`src/rtl/tsc_pkg.sv`:
```
package tsc_pkg;

   // Grammar positions: one code per position in the grammar.
   localparam logic [4:0] PH_YEAR0     = 5'd0;
   localparam logic [4:0] PH_YEAR1     = 5'd1;
   localparam logic [4:0] PH_YEAR2     = 5'd2;
   localparam logic [4:0] PH_YEAR3     = 5'd3;
   localparam logic [4:0] PH_DASH1     = 5'd4;
   localparam logic [4:0] PH_MON0      = 5'd5;
   localparam logic [4:0] PH_MON1      = 5'd6;
   localparam logic [4:0] PH_DASH2     = 5'd7;
   localparam logic [4:0] PH_DAY0      = 5'd8;
   localparam logic [4:0] PH_DAY1      = 5'd9;
   localparam logic [4:0] PH_TSEP      = 5'd10;
   localparam logic [4:0] PH_HOUR0     = 5'd11;
   localparam logic [4:0] PH_HOUR1     = 5'd12;
   localparam logic [4:0] PH_COLON1    = 5'd13;
   localparam logic [4:0] PH_MIN0      = 5'd14;
   localparam logic [4:0] PH_MIN1      = 5'd15;
   localparam logic [4:0] PH_COLON2    = 5'd16;
   localparam logic [4:0] PH_SEC0      = 5'd17;
   localparam logic [4:0] PH_SEC1      = 5'd18;
   localparam logic [4:0] PH_AFTER_SEC = 5'd19;
   localparam logic [4:0] PH_FRAC      = 5'd20;
   localparam logic [4:0] PH_ZULU_DONE = 5'd21;
   localparam logic [4:0] PH_ZHOUR0    = 5'd22;
   localparam logic [4:0] PH_ZHOUR1    = 5'd23;
   localparam logic [4:0] PH_ZCOLON    = 5'd24;
   localparam logic [4:0] PH_ZMIN0     = 5'd25;
   localparam logic [4:0] PH_ZMIN1     = 5'd26;
   localparam logic [4:0] PH_ZONE_DONE = 5'd27;

   localparam logic [7:0] CH_ZERO  = 8'h30;
   localparam logic [7:0] CH_NINE  = 8'h39;
   localparam logic [7:0] CH_DASH  = 8'h2D;
   localparam logic [7:0] CH_PLUS  = 8'h2B;
   localparam logic [7:0] CH_COLON = 8'h3A;
   localparam logic [7:0] CH_DOT   = 8'h2E;
   localparam logic [7:0] CH_T     = 8'h54;
   localparam logic [7:0] CH_Z     = 8'h5A;

   localparam logic [6:0] MAX_MONTH  = 7'd12;
   localparam logic [6:0] MAX_HOUR   = 7'd23;
   localparam logic [6:0] MAX_MINUTE = 7'd59;
   localparam logic [6:0] MAX_SECOND = 7'd60;

   // Parse state. The year is held as its century and its two low digits,
   // which makes the leap test a pair of two-bit masks.
   typedef struct packed {
      logic [4:0] phase;
      logic [6:0] year_hi;
      logic [6:0] year_lo;
      logic [3:0] month;
      logic [3:0] pair;
      logic       frac_seen;
      logic       failed;
   } tsc_state_type;

   function automatic logic [4:0] days_in_month(input logic [3:0] month,
                                                input logic       leap);
      logic [4:0] days;
      case (month)
         4'd2:                      days = leap ? 5'd29 : 5'd28;
         4'd4, 4'd6, 4'd9, 4'd11:   days = 5'd30;
         4'd1, 4'd3, 4'd5, 4'd7,
         4'd8, 4'd10, 4'd12:        days = 5'd31;
         default:                   days = 5'd0;
      endcase
      return days;
   endfunction

endpackage

```
`src/rtl/rfc3339_timestamp_check_core.sv`:
```
// Streaming checker for timestamps of the form YYYY-MM-DDTHH:MM:SS[.f+](Z|+HH:MM|-HH:MM).
// Input: one character per req_ transfer, req_tlast set on the final character.
// Output: one rsp_ transfer per string, sent for its last character only;
//   rsp_tdata[0] is 1 when the string is a well-formed timestamp with all
//   fields in range (day against the month, February by the 4/100/400 rule).
// Pipeline: an input register holds the accepted character, a single pass of
//   parse logic updates the state, and the verdict lands in an output register.
//   A held verdict in the output register can stall a last character in the
//   input register before its verdict is registered.
// Throughput: one character per cycle while no last character is held by a stall;
//   a character that gives no verdict never waits on the output side.
// Stall: while rsp_tready is low and a verdict is held, a last character waits
//   in the input register and req_tready drops; other characters flow on.
// Reset: synchronous, active high; clears both registers' valid flags and the
//   parse state, so the next character is taken as the first of a string.
// After a rule is broken the rest of the string is consumed without output
//   until its last character, which yields a verdict of 0.
module rfc3339_timestamp_check_core
   import tsc_pkg::*;
(
   input  logic       clock,
   input  logic       reset,
   input  logic       req_tvalid,
   output logic       req_tready,
   input  logic [7:0] req_tdata,   // [7:0] char_code
   input  logic       req_tlast,   // is_last
   output logic       rsp_tvalid,
   input  logic       rsp_tready,
   output logic [7:0] rsp_tdata    // [0] valid_res, [7:1] zero
);

   logic          in_valid_ff, in_valid_in;
   logic [7:0]    in_char_ff;
   logic          in_last_ff;
   logic          out_valid_ff, out_valid_in;
   logic          out_res_ff;
   tsc_state_type state_ff, state_in;
   logic          step_res;
   logic          fire;

   tsc_step u_step (
      .cur_state (state_ff),
      .char_code (in_char_ff),
      .is_last   (in_last_ff),
      .nxt_state (state_in),
      .valid_res (step_res)
   );

   // Advance the held character unless it carries a verdict with nowhere to go.
   assign fire        = in_valid_ff && (!in_last_ff || !out_valid_ff || rsp_tready);
   assign req_tready  = !in_valid_ff || fire;
   assign in_valid_in = (req_tvalid && req_tready) || (in_valid_ff && !fire);
   assign out_valid_in = (fire && in_last_ff) || (out_valid_ff && !rsp_tready);

   always_ff @(posedge clock) begin
      if (reset) begin
         in_valid_ff  <= 1'b0;
         out_valid_ff <= 1'b0;
         state_ff     <= '0;
      end else begin
         in_valid_ff  <= in_valid_in;
         out_valid_ff <= out_valid_in;
         if (fire) state_ff <= state_in;
      end
   end

   // Payload registers: load on transfer, hold otherwise.
   always_ff @(posedge clock) begin
      if (req_tvalid && req_tready) begin
         in_char_ff <= req_tdata;
         in_last_ff <= req_tlast;
      end
      if (fire && in_last_ff) begin
         out_res_ff <= step_res;
      end
   end

   assign rsp_tvalid = out_valid_ff;
   assign rsp_tdata  = {7'd0, out_res_ff};

`ifndef NO_ASSERTIONS
   a_restart: assert property (@(posedge clock) disable iff (reset)
      (fire && in_last_ff) |=> (state_ff.phase == PH_YEAR0 && !state_ff.failed))
      else $error("parse state not restarted after last character");

   a_verdict_src: assert property (@(posedge clock) disable iff (reset)
      $rose(out_valid_ff) |-> $past(fire && in_last_ff))
      else $error("verdict raised without a last character");

   a_phase_range: assert property (@(posedge clock) disable iff (reset)
      state_ff.phase <= PH_ZONE_DONE)
      else $error("parse phase out of range");

   a_in_hold: assert property (@(posedge clock) disable iff (reset)
      (in_valid_ff && !fire) |=> (in_valid_ff && $stable(in_char_ff) && $stable(in_last_ff)))
      else $error("held character lost or overwritten");

   a_fail_sticky: assert property (@(posedge clock) disable iff (reset)
      (state_ff.failed && !(fire && in_last_ff)) |=> state_ff.failed)
      else $error("failure cleared before end of string");
`endif

endmodule

```
`src/rtl/tsc_step.sv`:
```
module tsc_step
   import tsc_pkg::*;
(
   input  tsc_state_type cur_state,
   input  logic [7:0]    char_code,
   input  logic          is_last,
   output tsc_state_type nxt_state,
   output logic          valid_res
);

   logic          dig;
   logic [3:0]    d;
   logic [6:0]    v;
   logic          leap;
   logic [4:0]    mdays;
   logic          zone_ok;
   logic [4:0]    zone_phase;
   tsc_state_type adv;

   assign dig  = (char_code >= CH_ZERO) && (char_code <= CH_NINE);
   assign d    = dig ? 4'(char_code - CH_ZERO) : 4'd0;
   assign v    = 7'({3'd0, cur_state.pair} * 7'd10) + {3'd0, d};
   // Century years are leap only when the century divides by four.
   assign leap = (cur_state.year_lo == 7'd0) ? (cur_state.year_hi[1:0] == 2'd0)
                                             : (cur_state.year_lo[1:0] == 2'd0);
   assign mdays = days_in_month(cur_state.month, leap);
   assign zone_ok    = (char_code == CH_Z) || (char_code == CH_PLUS) ||
                       (char_code == CH_DASH);
   assign zone_phase = (char_code == CH_Z) ? PH_ZULU_DONE : PH_ZHOUR0;

   always_comb begin
      adv = cur_state;
      if (!cur_state.failed) begin
         case (cur_state.phase)
            PH_YEAR0, PH_YEAR1, PH_YEAR2, PH_YEAR3: begin
               if (!dig) begin
                  adv.failed = 1'b1;
               end else begin
                  case (cur_state.phase)
                     PH_YEAR0: adv.year_hi = {3'd0, d};
                     PH_YEAR1: adv.year_hi = 7'(cur_state.year_hi * 7'd10) + {3'd0, d};
                     PH_YEAR2: adv.year_lo = {3'd0, d};
                     default:  adv.year_lo = 7'(cur_state.year_lo * 7'd10) + {3'd0, d};
                  endcase
                  if (cur_state.phase == PH_YEAR3 && cur_state.year_hi == 7'd0 &&
                      adv.year_lo == 7'd0) begin
                     adv.failed = 1'b1;
                  end else begin
                     adv.phase = cur_state.phase + 5'd1;
                  end
               end
            end
            PH_DASH1, PH_DASH2: begin
               if (char_code != CH_DASH) adv.failed = 1'b1;
               else                      adv.phase  = cur_state.phase + 5'd1;
            end
            PH_TSEP: begin
               if (char_code != CH_T) adv.failed = 1'b1;
               else                   adv.phase  = cur_state.phase + 5'd1;
            end
            PH_COLON1, PH_COLON2, PH_ZCOLON: begin
               if (char_code != CH_COLON) adv.failed = 1'b1;
               else                       adv.phase  = cur_state.phase + 5'd1;
            end
            PH_MON0, PH_DAY0, PH_HOUR0, PH_MIN0, PH_SEC0, PH_ZHOUR0, PH_ZMIN0: begin
               if (!dig) begin
                  adv.failed = 1'b1;
               end else begin
                  adv.pair  = d;
                  adv.phase = cur_state.phase + 5'd1;
               end
            end
            PH_MON1, PH_DAY1, PH_HOUR1, PH_MIN1, PH_SEC1, PH_ZHOUR1, PH_ZMIN1: begin
               if (!dig) begin
                  adv.failed = 1'b1;
               end else begin
                  case (cur_state.phase)
                     PH_MON1:             adv.failed = (v == 7'd0) || (v > MAX_MONTH);
                     PH_DAY1:             adv.failed = (v == 7'd0) || (v > {2'd0, mdays});
                     PH_HOUR1, PH_ZHOUR1: adv.failed = (v > MAX_HOUR);
                     PH_SEC1:             adv.failed = (v > MAX_SECOND);
                     default:             adv.failed = (v > MAX_MINUTE);
                  endcase
                  if (cur_state.phase == PH_MON1) adv.month = v[3:0];
                  if (!adv.failed) adv.phase = cur_state.phase + 5'd1;
               end
            end
            PH_AFTER_SEC: begin
               if (char_code == CH_DOT) adv.phase  = PH_FRAC;
               else if (zone_ok)        adv.phase  = zone_phase;
               else                     adv.failed = 1'b1;
            end
            PH_FRAC: begin
               if (dig)                       adv.frac_seen = 1'b1;
               else if (!cur_state.frac_seen) adv.failed    = 1'b1;
               else if (zone_ok)              adv.phase     = zone_phase;
               else                           adv.failed    = 1'b1;
            end
            default: begin
               // Anything after a finished zone breaks the string.
               adv.failed = 1'b1;
            end
         endcase
      end
   end

   always_comb begin
      valid_res = is_last && !adv.failed &&
                  (adv.phase == PH_ZULU_DONE || adv.phase == PH_ZONE_DONE);
      nxt_state = is_last ? '0 : adv;
   end

endmodule

```
`config.mk`:
```
export PLATFORM = sky130hd
export DESIGN_NAME = rfc3339_timestamp_check_core
export DESIGN_NICKNAME = d
export VERILOG_FILES = /design/src/rtl/tsc_pkg.sv /design/src/rtl/rfc3339_timestamp_check_core.sv /design/src/rtl/tsc_step.sv
export SDC_FILE = /design/constraint.sdc
export NUM_CORES = 1
export LEC_CHECK = 0
export BUFFER_PORTS_ARGS = -buffer_cell sky130_fd_sc_hd__buf_2
export CORE_ASPECT_RATIO = 0.7
export CORE_MARGIN = 8
export CORE_UTILIZATION = 50
export CTS_CLUSTER_DIAMETER = 60
export DETAILED_ROUTE_END_ITERATION = 16
export PLACE_DENSITY = 0.71
export REMOVE_ABC_BUFFERS = 1
export SYNTH_ARGS = -nofsm -noshare
export SYNTH_HDL_FRONTEND = slang
export SYNTH_SLANG_ARGS = --single-unit
```
`constraint.sdc`:
```
create_clock -name clock -period 4.1 [get_ports clock]
set_input_delay 0.82 -clock clock [delete_from_list [all_inputs] [get_ports clock]]
set_output_delay 0.82 -clock clock [all_outputs]
set_load 0.02 [all_outputs]
```
==> flow_summary_export.csv <==
group,metric,value,unit
sta,holdWs,0.490,ns
synth,ys_warn_count,0,
hold_path,hp-class,"flip-flop to flip-flop",
clocking,htreeDepth,2,
layout,final_net_count,570,
clocking,clock_latency,0.30,ns
grt,grt_max_degree,32,
power_and_ir_drop,power-per-cell-area,177,mW/mm^2
synth,synth-seq-area-share,0.238,
floorplan,initial_core_util,0.524,
layout,fillers,658,
synth,synth_cells,487,
sta,report.final.slew_viol_count,0,
worst_setup_path,cp.arrival,4.05,ns
worst_setup_path,cp_max_fo,5,
power_and_ir_drop,internal_power,0.581,mW
power_and_ir_drop,ir_worst_vdd,0.176,mV
detailed_routing,via_per_inst,6.33,
clocking,cts_buffers,5,
layout,fin_util,0.619,
power_and_ir_drop,pwr-share-clk,0.334,
synth,synth_most_common_cell,"nor2_1",
clocking,max-clock-path-buffers,2,
synth,synth_top_cell_area_share,0.160,
floorplan,die-area,0.0109,sq mm
floorplan,die_w,121,um
sta,setup_viol,0,
run,max_cap_violations,0,
place,dp_hpwl,8720,um
grt,grt_pass1_wl,18200,um
floorplan,fp.dieH,89.6,um
clocking,clock-sinks,41,
worst_setup_path,cp_slowest_cell,"edfxtp_1",
clocking,ctsRootBufferMaster,"clkbuf_8",
power_and_ir_drop,p_total,0.810,mW
layout,diodes,0,
grt,grt_antenna_before_repair,0,
worst_setup_path,worstPathCellList,"nor4bb_1, buf_4, nand3_2, inv_2, buf_6, ha_4, a31o_4, a31oi_2, xnor2_1, ha_1, nand3_2, nand4_1, o221a_4, a41oi_4, a2111oi_4, a311o_1, buf_4, nand4_1, a21oi_2",
grt,gr-total-overflow,0,
worst_setup_path,cp-start-kind,"flip-flop",
detailed_routing,drtAntennaViolNets,0,
layout,area_growth,18.3,%
sta,tightest_slew,0.883,ns
synth,synth-async-reset-ratio,0,
power_and_ir_drop,netSwitchingFraction,0.283,
place,place_congestion,1.01,
worst_setup_path,critPathRequiredTime,4.16,ns
floorplan,coreArea,0.00738,sq mm
status,outcome,"complete, no violations",
synth,synth_edf_count,10,
synth,synth_area_leaders,"dfxtp_1 16%, ha_1 9.4%, edfxtp_1 7.8%",
detailed_routing,first_pass_iters,5,
worst_setup_path,max_stage_delay,0.44,ns
detailed_routing,routedWlPerCell,18.5,um
synth,yosys.area.top_type,"dfxtp_1",
power_and_ir_drop,p_leak,1.77,nW
clocking,cts.reportedPaths.clkPinSlew,0.08,ns
floorplan,num_io_pins,23,
grt,grt_pass1_vias,3534,
layout,final_layout_size_suffix_gt1_frac,0.205,
sta,fin_crit_sh,0.974,
synth,synthesis.area,0.00387,sq mm
synth,synth-seq-cells,41,
synth,synth_top_flop_cell,"dfxtp_1",
power_and_ir_drop,switchingPower,0.229,mW
grt,grtUsageTotal,0.210,
sta,hold_viol_final,0,
place,portBuffers,15,
sta,clock_skew,0.00544,ns
synth,synthDistinctLibCells,76,
floorplan,row_count,26,
worst_setup_path,path_class,"flip-flop to flip-flop",
detailed_routing,route.detailed.drc,0,
sta,maxSlewHeadroom,0.409,
sta,fin_crit,3.99,ns
sta,fmax,0.250,GHz
worst_setup_path,endpoint_kind,"flip-flop",
synth,synth_area_per_cell,7.94,sq um
sta,rsz0062_at_grt,"yes",
clocking,cts_tree,"yes",
synth,synthTopCellsByCount,"51 x nor2_1, 34 x nand2_1, 31 x dfxtp_1",
place,dp_slack,0.00501,ns
power_and_ir_drop,pwr-share-comb,0.135,
detailed_routing,drt_iter0_markers,403,
detailed_routing,postRouteWirelength,11500,um
detailed_routing,vias,3953,
power_and_ir_drop,seq_power_share,0.531,
sta,worst_slack,0.106,ns
cells in the final DEF (no fill, tap or decap), types with 5 or more instances in the layout:
cell type and n:
nor2_1 48, buf_4 39, nand2_1 33, dfxtp_1 30
a21oi_1 26, ha_1 24, inv_1 21, o21ai_0 19
nor3_1 18, a22oi_1 15, buf_2 15, nor2b_1 13
xor2_1 12, nand3_1 12, nand2b_1 11, xnor2_1 11
mux2i_1 11, edfxtp_1 10, a31oi_1 9, o211ai_1 7
conb_1 7, and2_1 6, nand4_1 6, a21o_1 5
clkbuf_8 5
state kept, by name (all words and copies together) (netlist names):
| name | count |
|---|---|
| in_last_ff | 1 |
| in_valid_ff | 1 |
| in_char_ff | 8 |
| rsp_tvalid | 1 |
| state_ff | 29 |
| out_res_ff | 1 |
path summary, 6_finish.rpt:
| kind | from | end | slack [ns] | depth (start not counted) |
|---|---|---|---|---|
| max | in_char_ff[6] | out_res_ff | 0.11 | 19 |
| min | state_ff[14] | state_ff[14] | 0.49 | 2 |
| max reg2reg | in_char_ff[6] | out_res_ff | 0.11 | 19 |
| min reg2reg | state_ff[14] | state_ff[14] | 0.49 | 2 |
per-stage QoR:
step,TNS (ns),std cells,cell area [sq um]
2_1_floorplan,-0.572,462,3740
3_3_place_gp,0,611,4200
3_5_place_dp,0,611,4200
4_1_cts,0,619,4300
5_1_grt,-0.0837,624,4570
6_report,0,624,4570
layout make-up:
| class | instances | area (sq um) | share of cell area |
|---|---|---|---|
| repair buffers | 56 | 390 | 0.0853 |
| flip-flops and latches | 41 | 922 | 0.202 |
| multi-input cells | 399 | 2970 | 0.650 |
| clock inverters | 2 | 12.5 | 0.00274 |
| clock buffers | 6 | 72.6 | 0.0159 |
| inverters | 22 | 82.6 | 0.0181 |
| well taps | 98 | 123 | 0.0268 |
critical path, delay by kind of cell (launching register included):
family | cells | cell delay, ns
buffers and inverters | 4 | 0.51
AOI/OAI and AO/OA | 7 | 1.43
DFF | 1 | 0.44
xor gates and xnor gates | 1 | 0.21
adders and majority gates | 2 | 0.45
and+or+nand+nor | 5 | 0.70
layer usage:
metal	wire length (um)	vias to the layer above	share of wire	track usage
met5	0	-	0	0
met4	77	0	0.0067	0.0508
met3	1010	13	0.087	0.0462
met2	4760	188	0.41	0.287
met1	5700	1878	0.49	0.319
li1	-	1874	-	-
power groups by stage:
| stage | registers (mW) | logic (mW) | clock network [mW] |
|---|---|---|---|
| global route | 0.431 | 0.116 | 0.296 |
| finish | 0.430 | 0.109 | 0.271 |
| CTS | 0.430 | 0.0988 | 0.277 |
| global placement | 0.439 | 0.0979 | 0 |
| floorplan | 0.441 | 0.0539 | 0 |
| detailed placement | 0.440 | 0.0984 | 0 |
kinds of logic after synthesis:
family	synth area share
buffers and inverters	0.0611
multiplexers	0.0369
flip-flops	0.238
other	0.000970
AO/OA/AOI/OAI	0.245
AND/OR/NAND/NOR	0.254
adder cells (fa/ha/maj)	0.112
XOR/XNOR	0.0521
what timing repair did:
action	in CTS	in global routing
pin swaps	0	20
endpoints found under the setup margin	1	6
hold buffers	0	0
resized for setup	1	46
setup buffers	0	5
Power figures use the tool's default switching activity.
